<file path="config.mk">
export PLATFORM = sky130hd
export DESIGN_NAME = nand_page_read_sequencer
export DESIGN_NICKNAME = d
export VERILOG_FILES = /design/src/nprs_pkg.sv /design/src/nprs_queue.sv /design/src/nprs_front.sv /design/src/nprs_back.sv /design/src/nand_page_read_sequencer.sv
export VERILOG_INCLUDE_DIRS = /design/src /design/src/src
export SDC_FILE = /design/constraint.sdc
export NUM_CORES = 1
export LEC_CHECK = 0
export ABC_CLOCK_PERIOD_IN_PS = 4650
export BUFFER_PORTS_ARGS = -buffer_cell sky130_fd_sc_hd__buf_2
export CORE_ASPECT_RATIO = 2
export CORE_MARGIN = 2
export CORE_UTILIZATION = 45
export DETAILED_ROUTE_END_ITERATION = 6
export SYNTH_ARGS = -nofsm -noshare
export SYNTH_HDL_FRONTEND = slang
export SYNTH_HIERARCHICAL = 1
export SYNTH_SLANG_ARGS = --single-unit
</file>
<file path="constraint.sdc">
create_clock -name aclk -period 4.65 [get_ports aclk]
set_input_delay 0.465 -clock aclk [delete_from_list [all_inputs] [get_ports aclk]]
set_output_delay 0.465 -clock aclk [all_outputs]
set_load 0.02 [all_outputs]
</file>
<file path="src/nand_page_read_sequencer_defines.svh">
// Assertion macros shared by the read sequencer modules.
`ifndef NAND_PAGE_READ_SEQUENCER_DEFINES_SVH
`define NAND_PAGE_READ_SEQUENCER_DEFINES_SVH

// Same-cycle implication, clocked on aclk, off while aresetn is low.
`define NPRS_ASSERT_NOW(label, ante, cons, msg) \
    label: assert property (@(posedge aclk) disable iff (!aresetn) (ante) |-> (cons)) \
        else $error(msg);

// Next-cycle implication, clocked on aclk, off while aresetn is low.
`define NPRS_ASSERT_NEXT(label, ante, cons, msg) \
    label: assert property (@(posedge aclk) disable iff (!aresetn) (ante) |=> (cons)) \
        else $error(msg);

`endif

</file>
<file path="src/nprs_pkg.sv">
// Types, codes and constants of the NAND page read sequencer.
package nprs_pkg;

    localparam int PAGE_BYTES_DEF = 2048;
    localparam int QUEUE_DEPTH    = 4;

    localparam logic [1:0] ACT_START = 2'd0;
    localparam logic [1:0] ACT_READY = 2'd1;
    localparam logic [1:0] ACT_DATA  = 2'd2;

    localparam logic [7:0] CMD_READ    = 8'h00;
    localparam logic [7:0] CMD_CONFIRM = 8'h30;

    typedef enum logic [2:0] {
        OP_SELECT  = 3'd0,
        OP_CMD     = 3'd1,
        OP_ADDR    = 3'd2,
        OP_DATA    = 3'd3,
        OP_RELEASE = 3'd4
    } op_t;

    typedef enum logic [1:0] {
        PH_IDLE = 2'd0,
        PH_WAIT = 2'd1,
        PH_DATA = 2'd2
    } phase_t;

    // What the back end has to play out for one transaction.
    typedef enum logic [2:0] {
        JOB_START_SEQ = 3'd0,
        JOB_START_REL = 3'd1,
        JOB_DATA      = 3'd2,
        JOB_DATA_REL  = 3'd3,
        JOB_DATA_SEQ  = 3'd4
    } job_kind_t;

    typedef struct packed {
        job_kind_t   kind;
        logic [7:0]  data;
        logic [31:0] offset;
        logic [31:0] addr;
    } job_t;

    // Step numbers within a job: step 0 is select or data.
    localparam logic [2:0] STEP_FIRST    = 3'd0;
    localparam logic [2:0] STEP_REL_LAST = 3'd1;
    localparam logic [2:0] STEP_SEQ_LAST = 3'd7;
    localparam logic [2:0] STEP_CMD_READ = 3'd1;
    localparam logic [2:0] STEP_COL_LO   = 3'd2;
    localparam logic [2:0] STEP_COL_HI   = 3'd3;
    localparam logic [2:0] STEP_PAGE_0   = 3'd4;
    localparam logic [2:0] STEP_PAGE_1   = 3'd5;
    localparam logic [2:0] STEP_PAGE_2   = 3'd6;

endpackage

</file>
<file path="src/nprs_queue.sv">
// Small job FIFO between the front end and the back end.
module nprs_queue (
    input  logic            aclk,
    input  logic            aresetn,
    input  logic            wr_en,
    input  nprs_pkg::job_t  wr_data,
    input  logic            rd_en,
    output nprs_pkg::job_t  rd_data,
    output logic            full,
    output logic            empty
);
    import nprs_pkg::*;

    localparam int PTR_W = $clog2(QUEUE_DEPTH);
    localparam int CNT_W = $clog2(QUEUE_DEPTH + 1);

    job_t             entries_reg [QUEUE_DEPTH];
    logic [PTR_W-1:0] wr_ptr_reg, wr_ptr_next;
    logic [PTR_W-1:0] rd_ptr_reg, rd_ptr_next;
    logic [CNT_W-1:0] count_reg, count_next;
    logic             do_wr, do_rd;

    assign full    = (count_reg == CNT_W'(QUEUE_DEPTH));
    assign empty   = (count_reg == '0);
    assign do_wr   = wr_en && !full;
    assign do_rd   = rd_en && !empty;
    assign rd_data = entries_reg[rd_ptr_reg];

    always_comb begin
        wr_ptr_next = do_wr ? wr_ptr_reg + 1'b1 : wr_ptr_reg;
        rd_ptr_next = do_rd ? rd_ptr_reg + 1'b1 : rd_ptr_reg;
        count_next  = count_reg;
        if (do_wr && !do_rd) begin
            count_next = count_reg + 1'b1;
        end else if (do_rd && !do_wr) begin
            count_next = count_reg - 1'b1;
        end
    end

    always_ff @(posedge aclk) begin
        if (!aresetn) begin
            wr_ptr_reg <= '0;
            rd_ptr_reg <= '0;
            count_reg  <= '0;
        end else begin
            wr_ptr_reg <= wr_ptr_next;
            rd_ptr_reg <= rd_ptr_next;
            count_reg  <= count_next;
        end
    end

    always_ff @(posedge aclk) begin
        if (do_wr) begin
            entries_reg[wr_ptr_reg] <= wr_data;
        end
    end

endmodule

</file>
<file path="src/nprs_front.sv">
// Front end: takes input transactions, tracks the read phase and queues jobs.
`include "nand_page_read_sequencer_defines.svh"

module nprs_front #(
    parameter int PAGE_BYTES = nprs_pkg::PAGE_BYTES_DEF
) (
    input  logic            aclk,
    input  logic            aresetn,
    input  logic            s_tvalid,
    output logic            s_tready,
    input  logic [1:0]      action,
    input  logic [31:0]     start_address,
    input  logic [31:0]     read_length,
    input  logic            ready_flag,
    input  logic [7:0]      flash_byte,
    input  logic            q_full,
    output logic            q_push,
    output nprs_pkg::job_t  q_job
);
    import nprs_pkg::*;

    localparam int PAGE_SHIFT = $clog2(PAGE_BYTES);

    phase_t      phase_reg, phase_next;
    logic [31:0] addr_reg, addr_next;
    logic [31:0] done_reg, done_next;
    logic [31:0] total_reg, total_next;
    logic [31:0] addr_inc, done_inc;
    logic        accept, last_byte, boundary;

    assign s_tready  = !q_full;
    assign accept    = s_tvalid && s_tready;
    assign addr_inc  = addr_reg + 32'd1;
    assign done_inc  = done_reg + 32'd1;
    assign last_byte = (done_inc == total_reg);
    assign boundary  = (addr_inc[PAGE_SHIFT-1:0] == '0);

    // next phase
    always_comb begin
        phase_next = phase_reg;
        if (accept) begin
            unique case (phase_reg)
                PH_IDLE: begin
                    if (action == ACT_START && read_length != '0) begin
                        phase_next = PH_WAIT;
                    end
                end
                PH_WAIT: begin
                    if (action == ACT_READY && ready_flag) begin
                        phase_next = PH_DATA;
                    end
                end
                PH_DATA: begin
                    if (action == ACT_DATA) begin
                        if (last_byte) begin
                            phase_next = PH_IDLE;
                        end else if (boundary) begin
                            phase_next = PH_WAIT;
                        end
                    end
                end
                default: phase_next = PH_IDLE;
            endcase
        end
    end

    // job and counter updates
    always_comb begin
        q_push        = 1'b0;
        q_job.kind    = JOB_DATA;
        q_job.data    = flash_byte;
        q_job.offset  = done_reg;
        q_job.addr    = addr_reg;
        addr_next     = addr_reg;
        done_next     = done_reg;
        total_next    = total_reg;
        if (accept) begin
            unique case (phase_reg)
                PH_IDLE: begin
                    if (action == ACT_START) begin
                        q_push     = 1'b1;
                        q_job.kind = (read_length == '0) ? JOB_START_REL : JOB_START_SEQ;
                        q_job.addr = start_address;
                        addr_next  = start_address;
                        total_next = read_length;
                        done_next  = '0;
                    end
                end
                PH_DATA: begin
                    if (action == ACT_DATA) begin
                        q_push     = 1'b1;
                        q_job.addr = addr_inc;
                        addr_next  = addr_inc;
                        done_next  = done_inc;
                        if (last_byte) begin
                            q_job.kind = JOB_DATA_REL;
                        end else if (boundary) begin
                            q_job.kind = JOB_DATA_SEQ;
                        end
                    end
                end
                default: ;
            endcase
        end
    end

    always_ff @(posedge aclk) begin
        if (!aresetn) begin
            phase_reg <= PH_IDLE;
            addr_reg  <= '0;
            done_reg  <= '0;
            total_reg <= '0;
        end else begin
            phase_reg <= phase_next;
            addr_reg  <= addr_next;
            done_reg  <= done_next;
            total_reg <= total_next;
        end
    end

    `NPRS_ASSERT_NEXT(a_seq_waits, q_push && (q_job.kind == JOB_START_SEQ || q_job.kind == JOB_DATA_SEQ), phase_reg == PH_WAIT, "sequence job without wait phase")
    `NPRS_ASSERT_NOW(a_done_below_total, phase_reg == PH_DATA, done_reg < total_reg, "byte count reached length in data phase")
    `NPRS_ASSERT_NEXT(a_zero_len_idle, accept && phase_reg == PH_IDLE && action == ACT_START && read_length == '0, phase_reg == PH_IDLE, "zero-length read left idle")

endmodule

</file>
<file path="src/nprs_back.sv">
// Back end: plays each queued job out as bus results through an output register.
`include "nand_page_read_sequencer_defines.svh"

module nprs_back #(
    parameter int PAGE_BYTES = nprs_pkg::PAGE_BYTES_DEF
) (
    input  logic            aclk,
    input  logic            aresetn,
    input  nprs_pkg::job_t  q_job,
    input  logic            q_empty,
    output logic            q_pop,
    output logic            m_tvalid,
    input  logic            m_tready,
    output logic [2:0]      m_op,
    output logic [7:0]      m_byte,
    output logic [31:0]     m_offset,
    output logic            m_last
);
    import nprs_pkg::*;

    localparam int          PAGE_SHIFT = $clog2(PAGE_BYTES);
    localparam logic [31:0] PAGE_MASK  = 32'(PAGE_BYTES - 1);

    logic [2:0]  step_reg, step_next;
    logic        valid_reg, valid_next;
    op_t         op_reg, op_next;
    logic [7:0]  byte_reg, byte_next;
    logic [31:0] off_reg, off_next;
    logic        last_reg, last_next;

    logic        load, is_start, has_rel, has_seq, step_last;
    logic [2:0]  last_step;
    logic [31:0] col, page;

    assign load      = !q_empty && (!valid_reg || m_tready);
    assign is_start  = (q_job.kind == JOB_START_SEQ) || (q_job.kind == JOB_START_REL);
    assign has_rel   = (q_job.kind == JOB_START_REL) || (q_job.kind == JOB_DATA_REL);
    assign has_seq   = (q_job.kind == JOB_START_SEQ) || (q_job.kind == JOB_DATA_SEQ);
    assign last_step = has_seq ? STEP_SEQ_LAST : (has_rel ? STEP_REL_LAST : STEP_FIRST);
    assign step_last = (step_reg == last_step);
    assign col       = q_job.addr & PAGE_MASK;
    assign page      = q_job.addr >> PAGE_SHIFT;
    assign q_pop     = load && step_last;

    always_comb begin
        op_next   = OP_CMD;
        byte_next = '0;
        off_next  = '0;
        if (step_reg == STEP_FIRST) begin
            op_next   = is_start ? OP_SELECT : OP_DATA;
            byte_next = is_start ? 8'h00 : q_job.data;
            off_next  = is_start ? 32'd0 : q_job.offset;
        end else if (has_rel) begin
            op_next = OP_RELEASE;
        end else begin
            case (step_reg) inside
                STEP_COL_LO, STEP_COL_HI, STEP_PAGE_0, STEP_PAGE_1, STEP_PAGE_2:
                    op_next = OP_ADDR;
                default: op_next = OP_CMD;
            endcase
            case (step_reg)
                STEP_CMD_READ: byte_next = CMD_READ;
                STEP_COL_LO:   byte_next = col[7:0];
                STEP_COL_HI:   byte_next = col[15:8];
                STEP_PAGE_0:   byte_next = page[7:0];
                STEP_PAGE_1:   byte_next = page[15:8];
                STEP_PAGE_2:   byte_next = page[23:16];
                default:       byte_next = CMD_CONFIRM;
            endcase
        end
        last_next = step_last;
    end

    always_comb begin
        valid_next = valid_reg;
        step_next  = step_reg;
        if (load) begin
            valid_next = 1'b1;
            step_next  = step_last ? STEP_FIRST : step_reg + 3'd1;
        end else if (m_tready) begin
            valid_next = 1'b0;
        end
    end

    always_ff @(posedge aclk) begin
        if (!aresetn) begin
            valid_reg <= 1'b0;
            step_reg  <= STEP_FIRST;
        end else begin
            valid_reg <= valid_next;
            step_reg  <= step_next;
        end
    end

    always_ff @(posedge aclk) begin
        if (load) begin
            op_reg   <= op_next;
            byte_reg <= byte_next;
            off_reg  <= off_next;
            last_reg <= last_next;
        end
    end

    assign m_tvalid = valid_reg;
    assign m_op     = op_reg;
    assign m_byte   = byte_reg;
    assign m_offset = off_reg;
    assign m_last   = last_reg;

    `NPRS_ASSERT_NOW(a_step_has_job, step_reg != STEP_FIRST, !q_empty, "mid-job step with empty queue")
    `NPRS_ASSERT_NOW(a_release_last, valid_reg && op_reg == OP_RELEASE, last_reg, "release not last of run")
    `NPRS_ASSERT_NEXT(a_pop_rewinds, q_pop, step_reg == STEP_FIRST, "step counter not rewound after job")

endmodule

</file>
<file path="src/nand_page_read_sequencer.sv">
// Top level of the large-page NAND read sequencer.
// A start transaction selects the chip and plays out command 0x00, two column and three page
// address bytes and confirm 0x30 (a zero length gives select and release only); after a ready
// sample with the flag set, each flash data byte comes out with its destination offset, the
// read sequence is replayed at every page crossing and the chip is released after the last byte.
// Input transactions are taken one per cycle while the four-entry job queue between the front
// and back end has room, so data bytes stream at one per cycle. The back end emits one result
// per cycle while m_tready is high: a start gives 2 or 8 results, a page crossing 8, a data
// byte 1; the queue absorbs those bursts. Results pass the job queue, then the output register.
// PAGE_BYTES must be a power of two.
module nand_page_read_sequencer #(
    parameter int PAGE_BYTES = nprs_pkg::PAGE_BYTES_DEF
) (
    input  logic        aclk,
    input  logic        aresetn,
    input  logic        s_tvalid,
    output logic        s_tready,
    input  logic [79:0] s_tdata,   // start_address, read_length, ready_flag, flash_byte, zero pad
    input  logic [1:0]  s_tuser,   // action
    output logic        m_tvalid,
    input  logic        m_tready,
    output logic [39:0] m_tdata,   // bus_byte, dest_offset
    output logic [2:0]  m_tuser,   // op_kind
    output logic        m_tlast    // last_of_run
);
    import nprs_pkg::*;

    job_t        wr_job, rd_job;
    logic        q_push, q_pop, q_full, q_empty;
    logic [7:0]  bus_byte;
    logic [31:0] dest_offset;

    nprs_front #(.PAGE_BYTES(PAGE_BYTES)) u_front (
        .aclk          (aclk),
        .aresetn       (aresetn),
        .s_tvalid      (s_tvalid),
        .s_tready      (s_tready),
        .action        (s_tuser),
        .start_address (s_tdata[31:0]),
        .read_length   (s_tdata[63:32]),
        .ready_flag    (s_tdata[64]),
        .flash_byte    (s_tdata[72:65]),
        .q_full        (q_full),
        .q_push        (q_push),
        .q_job         (wr_job)
    );

    nprs_queue u_queue (
        .aclk    (aclk),
        .aresetn (aresetn),
        .wr_en   (q_push),
        .wr_data (wr_job),
        .rd_en   (q_pop),
        .rd_data (rd_job),
        .full    (q_full),
        .empty   (q_empty)
    );

    nprs_back #(.PAGE_BYTES(PAGE_BYTES)) u_back (
        .aclk     (aclk),
        .aresetn  (aresetn),
        .q_job    (rd_job),
        .q_empty  (q_empty),
        .q_pop    (q_pop),
        .m_tvalid (m_tvalid),
        .m_tready (m_tready),
        .m_op     (m_tuser),
        .m_byte   (bus_byte),
        .m_offset (dest_offset),
        .m_last   (m_tlast)
    );

    assign m_tdata = {dest_offset, bus_byte};

endmodule
</file>
**Word level (Yosys, flattened, before mapping)**

Memory sizes are Yosys's and may differ from the RTL's. A register that Yosys moved wholly into a read port is not among the register bits.
Index checks and enable logic that the tools add are counted.

- Register bits after elaboration: 153
- Bits in writable memories: 300
- Output and inout bits: 46
- Memories: 1

- $add $sub $neg: 7
- Eq/ne operators: 21
- Multiplexer cells: 43
- Bitwise gates (word level): 1
- Reductions and logical operators: 34

Memory list:

| memory | depth | width | read ports | clocked after memory_dff | write ports | RTL line | RTL |
|---|---|---|---|---|---|---|---|
| u_queue.entries_reg | 4 | 75 | 1 | 1 | 1 | nprs_queue.sv:17 | `job_t entries_reg [QUEUE_DEPTH];` |

Operators by type and width:

| operator | number |
|---|---|
| $mux 32 | 5 |
| $pmux 32 s2 | 2 |
| $add 32x1->32 const B | 2 |
| $pmux 8 s6 | 1 |
| $mux 3 | 11 |
| $eq 32x32->1 | 1 |
| $logic_not 32->1 | 1 |
| $reduce_bool 32->1 | 1 |
| $mux 8 | 3 |
| $mux 2 | 9 |
| $eq 3x3->1 const B | 5 |
| $logic_not 11->1 | 1 |
| $eq 3x2->1 const B | 3 |
| $logic_and 1x1->1 | 9 |
| $logic_not 3->1 | 3 |
| $mux 1 | 9 |
| $ne 2x1->1 const B | 4 |
| $add 3x1->3 const B | 2 |
| $eq 3x1->1 const B | 2 |
| $pmux 2 s3 | 1 |
| $pmux 3 s2 | 1 |
| $reduce_bool 2->1 | 3 |
| $logic_not 1->1 | 5 |
| $reduce_and 5->1 | 1 |
| 14 further kinds | 21 |

**Logic depth before layout (Yosys ltp)**

Gate-level depths: netlist (run 1).

- Word-level depth: 10
- Depth in mapped cells: 17
- Mapped depth without buffers: 13

**Cells and area by module**

Netlist (run 1), hierarchy kept.

Modules (own cells, without submodules):

| module | times used | cells an instance | area each (µm²) |
|---|---|---|---|
| nprs_queue | 1 | 439 | 11300.8 |
| nprs_front | 1 | 881 | 6384.9 |
| nprs_back | 1 | 187 | 2352.3 |

**Least setup slack after synthesis (run 1)**

No wires, ideal clock.

- Path kind: reg2reg
- From: register u_queue.count_reg[0]
- To: memory u_queue/entries_reg[0][0] (netlist name) (enable)
- Library setup time: 442 ps
- Arrival time: 4451 ps
- Data required time: 4208 ps
- Path slack: -243 ps
- Stages on the path, launching flop included: 13
- Path buffers: 4
- Path through: dfxtp_1 nor3b_2 inv_1 nand2_1 or2_2 clkbuf_1 or3_1 inv_1 clkbuf_1 clkbuf_1 nor2b_1 buf_2 and2_1

- Longest elaborated chain between the ends: 7

Ends and longest elaborated chain:

| what | RTL line | RTL |
|---|---|---|
| start, declared | nprs_queue.sv:20 | `logic [CNT_W-1:0] count_reg, count_next;` |
| start signal, assigned | nprs_queue.sv:48 | `count_reg <= count_next;` |
| $eq 3x3->1 | nprs_queue.sv:23 | `assign full = (count_reg == CNT_W'(QUEUE_DEPTH));` |
| net q_full | nand_page_read_sequencer.sv:29 | `logic q_push, q_pop, q_full, q_empty;` |
| $logic_not 1->1 | nprs_front.sv:31 | `assign s_tready = !q_full;` |
| net s_tready | nand_page_read_sequencer.sv:17 | `output logic s_tready,` |
| $logic_and 1x1->1 | nprs_front.sv:32 | `assign accept = s_tvalid && s_tready;` |
| $mux 1 | nprs_front.sv:77 | `if (accept) begin` |
| net q_push | nand_page_read_sequencer.sv:29 |  |
| $logic_and 1x1->1 | nprs_queue.sv:25 | `assign do_wr = wr_en && !full;` |
| net u_queue.do_wr | nprs_queue.sv:21 | `logic do_wr, do_rd;` |
| $mux 1 | nprs_queue.sv:53 | `if (do_wr) begin` |
| $mux 1 (not written as such) | nprs_queue.sv:54 | `entries_reg[wr_ptr_reg] <= wr_data;` |
| end, declared | nprs_queue.sv:17 |  |

The timed path passes the listed nets, and every way through them passes these cells.

==> results of run 1 <==
==> stage by stage <==
step	cell area, µm²	util	setup WS, ns	cells	power (µW)
2_1_floorplan	20040	-	0.5802	1507	6613
3_3_place_gp	21170	0.4805	0.7208	2119	7341
3_5_place_dp	21170	0.4805	0.6488	2119	7381
4_1_cts	22390	0.5083	0.6204	2193	10550
5_1_grt	22400	0.5084	0.4042	2195	10830
6_report	22400	0.5084	0.6095	2195	10410
==> layer usage <==
metal | routed length [µm] | global-route usage
met1 | 18040 | 0.2307
met2 | 29720 | 0.4365
met3 | 1966 | 0.02057
met4 | 2271 | 0.1060
met5 | 12 | 0
==> placed cells by master (no fill, tap or decap), drive strengths merged, types with 11 or more instances in the layout <==
cell type	n
nand3	36
nor3	24
clkinv	11
a21oi	81
nor4	31
clkbuf	56
inv	19
edfxtp	344
nor2	78
and2	42
xnor2	36
a22oi	19
dfxtp	111
xor2	16
a31oi	16
o21ai	60
mux4	75
nand4	28
and3	54
or3	11
nand2	150
buf	167
nor2b	12
ha	14
==> worst max-delay path, cell delays in order, from the launching register on <==
cell and delay [ns]:
dfxtp_1 0.53, ha_1 0.33, nand3_2 0.16, or4_1 0.69, or4_1 0.68, mux2_2 0.32
o31ai_1 0.23, a22oi_2 0.16, a211oi_2 0.48, nor2_1 0.16
==> final cells by class <==
type | instances | area, µm² | area share
Clock buffer | 56 | 1112 | 0.04967
Timing Repair Buffer | 167 | 993.5 | 0.04436
Clock inverter | 18 | 111.4 | 0.004972
Sequential cell | 455 | 12560 | 0.5608
Multi-Input combinational cell | 926 | 6859 | 0.3063
Antenna cell | 2 | 5.005 | 0.0002235
Tap cell | 555 | 694.4 | 0.03101
Inverter | 16 | 60.06 | 0.002682
==> path summary, 6_finish.rpt <==
path	to	slack (ns)	depth (start not counted)
setup reg to reg	u_queue/entries_reg[2][73]	0.61	9
hold / removal	u_queue/entries_reg[0][64]	0.14	1
hold reg to reg	u_front/total_reg[11]	0.47	2
setup / recovery	u_queue/entries_reg[2][73]	0.61	9
==> cells by family (layout without fill, tap and decap cells) <==
kind of cell,Yosys count,in the layout
xor+xnor,52,52
buf+inv,126,257
flops,455,455
mux,89,89
compound gates,257,257
fa+ha+maj,15,15
other cells,0,2
simple gates,513,513
==> power by group <==
part / switching (µW) / internal [µW] / total [µW]
clock network: 1470 / 1690 / 3160
logic: 1400 / 781 / 2180
registers: 178 / 4890 / 5070
==> flow_summary.yaml, run 1 <==
sta:
  drv_slew: 0
  worstMarginPinSlew_ns: 1.241
  period_minus_slack_ns: 4.041
  max_freq_ghz: 0.2475
  relSlewSlack: 0.1621
  setup_viol: 0
  finalCritPeriodShare: 0.8689
  rsz0062_at_grt: "no"
  finalHoldViolations: 0
  fin_skew_ns: 0.01778
  fin_hold_ws_ns: 0.1367
  setup_tns_ns: 0
routing:
  wl_mm: 52.01
  ant_nets: 0
  drt-wirelength-per-cell_um: 23.69
  viasPerCell: 5.942
  num_vias: 13043
  drc_errors: 0
  drt_pass1_iterations: 5
  detail_route.iter0.violations: 930
yosys:
  synth-compound-area-share: 0.08280
  synth_top_family_by_area: "simple AND/OR/NAND/NOR gates"
  synth_top_cell_by_area: "edfxtp_1"
  synthMostInstantiatedCell: "edfxtp_1"
  synth.top_cell.area_share: 0.5155
  synth_fa_ha_area_frac: 0.009741
  synth_xor_area_frac: 0.02273
  synth-simple-area-share: 0.1347
  synth_edf_count: 344
  synth.avg_cell_area_um2: 13.30
  syn_area_mm2: 0.02004
  yosys_most_used_dff: "edfxtp_1"
  ys_async_sr_fraction: 0
  ys_ff_latch: 455
  synth_warnings: 6
  synthMuxAreaShare: 0.09160
  yosysSeqAreaShare: 0.6264
  syn_nets: 1608
  synthDistinctLibCells: 85
  synth_common_cells: "344 x edfxtp_1, 150 x nand2_1, 111 x dfxtp_1"
  syn_inst: 1507
  synth_area_leaders: "edfxtp_1 52%, dfxtp_1 11%, mux4_2 8.4%"
cts:
  cts_resized: 0
  clk_latency_ns: 0.56
  clk_pin_slew_worst_paths_ns: 0.07
  clock_path_buffers: 3
  cts_root_buffer: "clkbuf_16"
  cts.sinks: 455
  htree_levels: 2
  cts_setup_buffers: 0
  postCtsHoldBufs: 0
  cts_buffers: 40
  cts_tree: "yes"
global_routing:
  grt_pass1_wl_mm: 77.29
  antenna_found_initial: 3
  grt_pass1_vias: 13100
  gr-usage-all-layers: 0.2207
  grt_max_degree: 57
  grt-ovfl-total: 0
cells_and_area:
  final_nets: 1707
  syn2layout_area_growth_pct: 11.76
  fillers: 3810
  layout-drive-gt1-share: 0.2070
  largest_reg_flops: 300
pwr:
  peakVddDrop_mv: 0.2724
  pwr_density_cell_mw_per_mm2: 464.9
  leakagePower_uw: 0.007400
placed_design:
  port_buffers: 124
  dp_hpwl_mm: 35.75
  place.gp.congestion: 0.9030
worst_setup_path:
  crit_required_ns: 4.90
  critPathLaunchType: "flop"
  worstSetupEndpointType: "flop"
  crit_type: "reg -> reg"
  crit_start: "u_front/done_reg[0]"
  path_max_fanout: 11
  arrival_ns: 4.30
  r2r_start: "u_front/done_reg[0]"
floorplan:
  placementRows: 109
  fp.dieW_um: 153.2
  die_h_um: 302.4
  dieArea_mm2: 0.04633
  core_mm2: 0.04405
  ios: 132
  start_util: 0.4549
hold_path:
  hold_start: "s_tdata[65]"
  hold_class: "in -> reg"
status:
  outcome: "completed"
run:
  drv_cap: 0
No activity file was read; power rests on OpenSTA's default activity.
==> run 2: changes to the inputs <==
--- a/config.mk
+++ b/config.mk
@@ -11,6 +11,7 @@
 export CORE_ASPECT_RATIO = 2
 export CORE_MARGIN = 2
-export CORE_UTILIZATION = 45
+export CORE_UTILIZATION = 55
 export DETAILED_ROUTE_END_ITERATION = 6
+export PLACE_DENSITY = 0.76
 export SYNTH_ARGS = -nofsm -noshare
 export SYNTH_HDL_FRONTEND = slang
==> constraint.sdc (replaced) <==
create_clock -name aclk -period 4.65 [get_ports aclk]
set_input_delay 0.93 -clock aclk [delete_from_list [all_inputs] [get_ports aclk]]
set_output_delay 0.93 -clock aclk [all_outputs]
set_load 0.02 [all_outputs]
==> run 2 against run 1 <==
  * Clock skew up 0.0018 ns
  * Clock-buffer cell count down 6
  * Global-route usage up 3.5 points
  * Critical path type unchanged
  * Power up 0.62%
  * Highest routed layer unchanged
  * Sequential power about the same
  * Final area down 0.61%
==> flow_summary.yaml, run 2 (synthesis gave the netlist of run 1 again) <==
sta:
  drv_slew: 0
  finalCritPeriodShare: 0.8818
  setup_viol: 0
  setup_tns_ns: 0
  finalHoldViolations: 0
  max_freq_ghz: 0.2439
  relSlewSlack: 0.1835
  rsz0062_at_grt: "no"
  worstMarginPinSlew_ns: 1.219
  fin_skew_ns: 0.01957
  period_minus_slack_ns: 4.100
global_routing:
  grt_pass1_wl_mm: 74.58
  gr-usage-all-layers: 0.2558
  grt-ovfl-total: 0
  grt_max_degree: 64
  antenna_found_initial: 4
  grt_pass1_vias: 13202
floorplan:
  die_h_um: 273.9
  ios: 132
  placementRows: 98
  start_util: 0.5597
  dieArea_mm2: 0.03807
  core_mm2: 0.03580
  fp.dieW_um: 139.0
hold_path:
  hold_class: "reg -> reg"
cts:
  postCtsHoldBufs: 0
  cts.sinks: 455
  cts_setup_buffers: 0
  clk_pin_slew_worst_paths_ns: 0.07
  cts_buffers: 38
  clock_path_buffers: 3
  cts_root_buffer: "clkbuf_16"
  htree_levels: 2
  clk_latency_ns: 0.55
  cts_tree: "yes"
  cts_resized: 0
routing:
  drc_errors: 0
  wl_mm: 48.95
  num_vias: 13219
  drt_pass1_iterations: 6
  detail_route.iter0.violations: 1048
  ant_nets: 0
  viasPerCell: 6.364
  drt-wirelength-per-cell_um: 23.57
cells_and_area:
  final_area_mm2: 0.02226
  largest_reg_flops: 300
  regArea_mm2: 0.01256
  layout_common_cells: "344 x edfxtp_1, 150 x nand2_1, 124 x buf_2, 109 x dfxtp_1, 81 x a21oi_1"
  final_nets: 1696
  layout_commonest_cell: "edfxtp_1"
  layout-drive-gt1-share: 0.2026
  syn2layout_area_growth_pct: 11.08
  fillers: 2659
  multi_input_area_mm2: 0.006859
worst_setup_path:
  path_max_fanout: 11
  crit_type: "reg -> reg"
  critPathLaunchType: "flop"
  worstSetupEndpointType: "flop"
  arrival_ns: 4.34
  crit_required_ns: 4.89
status:
  outcome: "completed"
pwr:
  pwr_density_cell_mw_per_mm2: 470.7
  peakVddDrop_mv: 0.5118
  leakagePower_uw: 0.007359
placed_design:
  dp_hpwl_mm: 33.83
  place.gp.congestion: 0.9196
  port_buffers: 124
  post_dp_cell_area_mm2: 0.02101
run:
  drv_cap: 0
run 2: worst max-delay path: stages, from the launching register on:
cell and delay, ns:
dfxtp_1 0.55, ha_1 0.34, nand3_2 0.18, or4_1 0.70
or4_1 0.69, mux2_2 0.33, o31ai_1 0.25, a22oi_2 0.15
a211oi_2 0.44, nor2_1 0.17
run 2: cell type report:
type | instances | share of cell area
antenna | 3 | 0.0003373
clock buffer | 50 | 0.04806
clock inverter | 19 | 0.007870
inverter | 16 | 0.002698
multi-input combinational | 926 | 0.3082
sequential | 455 | 0.5643
tap | 450 | 0.02530
timing repair buffer | 158 | 0.04329
run 2: metrics by stage:
stage | hold WS (ns) | instances | setup slack [ns] | utilization | power, µW
3_3_place_gp | 0.4592 | 2005 | 0.7685 | 0.5867 | 7292
6_report | 0.4707 | 2077 | 0.5496 | 0.6216 | 10480
2_1_floorplan | 0.4478 | 1507 | 0.4229 | - | 6613
5_1_grt | 0.4878 | 2076 | 0.3900 | 0.6216 | 10850
3_5_place_dp | 0.4646 | 2005 | 0.6551 | 0.5867 | 7369
4_1_cts | 0.4743 | 2074 | 0.6183 | 0.6214 | 10530
run 2: power by group:
| part | total, µW | switching [µW] | leakage, µW | internal [µW] |
|---|---|---|---|---|
| registers | 5070 | 183 | 0.00393 | 4890 |
| clock network | 3210 | 1450 | 0.000589 | 1760 |
| logic | 2200 | 1410 | 0.00284 | 783 |
| total | 10500 | 3050 | 0.00736 | 7430 |
run 2: final timing paths:
path,start,to,cells past startpoint,slack [ns]
max,u_front/done_reg[0],u_queue/entries_reg[2][73],9,0.55
min,u_front/total_reg[15],u_front/total_reg[15],2,0.47
max reg2reg,u_front/done_reg[0],u_queue/entries_reg[2][73],9,0.55
min reg2reg,u_front/total_reg[15],u_front/total_reg[15],2,0.47
run 2: metal layers:
layer  vias up  track usage  part of all wire  wire length, µm
met2       553       0.4808              0.55            26960
met5         -            0           0.00033               16
met3       163      0.03248             0.050             2429
li1       5968            -                 -                -
met1      6533       0.2679              0.33            16190
met4         2       0.1603             0.069             3362
==> run 3: changes to the inputs <==
- CORE_ASPECT_RATIO: 2 -> unset
==> run 3 against run 2 <==
  * Clock power increased by 3%
  * Power about the same
  * Wire length down 5.6%
  * Sequential cell count unchanged
  * Utilization up 0.21 points
  * Hold slack gained 0.0020 ns
  * First-iteration DRC count rose by 31%
  * Clock-buffer cell count is 8 higher
  * Die area decreased by 0.24%
  * Worst setup slack lost 0.0085 ns
  * Critical path depth unchanged
  * Largest power group unchanged
  * Highest routed layer is now met4
==> flow_summary.yaml, run 3 (synthesis gave the netlist of run 1 again) <==
sta:
  relSlewSlack: 0.2357
  finalWorstSetupSlack_ns: 0.5411
  rsz0062_at_grt: "no"
  setup_tns_ns: 0
  fin_skew_ns: 0.01908
  finalCritPeriodShare: 0.8836
  finalHoldViolations: 0
  worstMarginPinSlew_ns: 1.147
  setup_viol: 0
  fin_hold_ws_ns: 0.4727
  period_minus_slack_ns: 4.109
  drv_slew: 0
  max_freq_ghz: 0.2434
cts:
  cts_resized: 0
  cts.sinks: 455
  clock_path_buffers: 3
  cts_root_buffer: "clkbuf_16"
  clk_pin_slew_worst_paths_ns: 0.06
  cts_tree: "yes"
  postCtsHoldBufs: 0
  cts_buffers: 44
  clk_latency_ns: 0.55
  htree_levels: 2
  cts_setup_buffers: 0
pwr:
  leakagePower_uw: 0.007393
  power_switching_uw: 2976
  p_seq_frac: 0.482
  combPwrFrac: 0.201
  p_sw_frac: 0.2839
  internal-power_uw: 7508
  peakVddDrop_mv: 0.4228
  pwr_density_cell_mw_per_mm2: 470.2
  clkPwrFrac: 0.317
placed_design:
  place.gp.congestion: 0.9107
  dp_hpwl_mm: 30.26
  post_dp_cell_area_mm2: 0.02096
  place_ws_ns: 0.6293
  port_buffers: 124
global_routing:
  grt-ovfl-total: 0
  gr-usage-all-layers: 0.2455
  antenna_found_initial: 0
  grt_pass1_vias: 12570
  grt_pass1_wl_mm: 71.85
  grt_max_degree: 59
routing:
  ant_nets: 0
  wl_mm: 46.22
  drt-wirelength-per-cell_um: 22.08
  drt_pass1_iterations: 6
  detail_route.iter0.violations: 1372
  viasPerCell: 6.292
  num_vias: 13170
  drc_errors: 0
worst_setup_path:
  r2r_start: "u_front/done_reg[1]"
  worstSetupEndpointType: "flop"
  path_max_fanout: 9
  crit_type: "reg -> reg"
  cpMaxStageDelayCell: "or4_1"
  max_stage_delay_ns: 0.71
  arrival_ns: 4.34
  crit_required_ns: 4.88
  cpMostUsedCell: "or4_1"
  r2r_cells: 9
  critical_path.cell_chain: "ha_1, nand3_2, or4_1, or4_1, mux2_2, o31ai_1, a22oi_2, a211oi_2, nor2_1"
  critPathLaunchType: "flop"
  crit_start: "u_front/done_reg[1]"
floorplan:
  placementRows: 69
  fp.dieW_um: 194.9
  ios: 132
  core_mm2: 0.03574
  dieArea_mm2: 0.03798
  die_h_um: 194.9
  start_util: 0.5606
hold_path:
  hold_start: "u_front/total_reg[22]"
  hold_depth: 2
  hold_class: "reg -> reg"
cells_and_area:
  layout_common_cells: "344 x edfxtp_1, 150 x nand2_1, 124 x buf_2, 109 x dfxtp_1, 81 x a21oi_1"
  largest_reg_flops: 300
  layout-drive-gt1-share: 0.2029
  regArea_mm2: 0.01256
  final_nets: 1699
  fillers: 2704
  layout_commonest_cell: "edfxtp_1"
  postLayoutCoreUtil: 0.6238
  multi_input_area_mm2: 0.006859
  final_area_mm2: 0.02230
  syn2layout_area_growth_pct: 11.26
run:
  drv_cap: 0
status:
  outcome: "completed"
## run 3: changes by cell type in the layout (fill, tap and decap cells not counted), sizes merged
cell / previous run / this run
clkbuf: 50 / 58
clkinv: 8 / 12
buf: 158 / 155
clkinvlp: 6 / 4
diode: 3 / 1
bufinv: 2 / 1
inv: 19 / 20
## run 3: final timing paths
check | end | slack (ns)
min reg2reg | u_front/total_reg[22] | 0.47
max reg2reg | u_queue/entries_reg[0][73] | 0.54
min | u_front/total_reg[22] | 0.47
max | u_queue/entries_reg[0][73] | 0.54
## run 3: worst max-delay path, delay by kind of cell (launching register included)
kind,cells,cell delay [ns]
and+or+nand+nor,4,1.73
AOI/OAI and AO/OA,3,0.90
DFF,1,0.49
adders and majority gates,1,0.34
muxes,1,0.32
## run 3: stage by stage
stage          instances  power (µW)
6_report            2093       10480
3_5_place_dp        2013        7242
3_3_place_gp        2013        7199
2_1_floorplan       1507        6613
4_1_cts             2092       10560
5_1_grt             2092       10920
## run 3: power by group through the flow
stage	logic, µW	registers, µW	clock network [µW]
floorplan	1230	5380	0
global placement	2070	5130	0
detailed placement	2100	5140	0
CTS	2120	5060	3390
global route	2290	5090	3540
finish	2100	5060	3320
## run 3: final cells by class
class / instances / area share
clock buffers: 58 / 0.05264
repair buffers: 155 / 0.04052
flip-flops and latches: 455 / 0.5632
diodes: 1 / 0.0001122
well taps: 461 / 0.02587
inverters: 16 / 0.002694
multi-input cells: 926 / 0.3076
clock inverters: 21 / 0.007296
## run 3: routing by layer
layer / track usage / share of wire / wire length, µm / up-vias
li1: - / - / - / 5974
met1: 0.3701 / 0.44 / 20260 / 6486
met2: 0.3738 / 0.45 / 20920 / 638
met3: 0.03748 / 0.089 / 4132 / 72
met4: 0.07040 / 0.020 / 905 / 0
met5: 0 / 0 / 0 / -
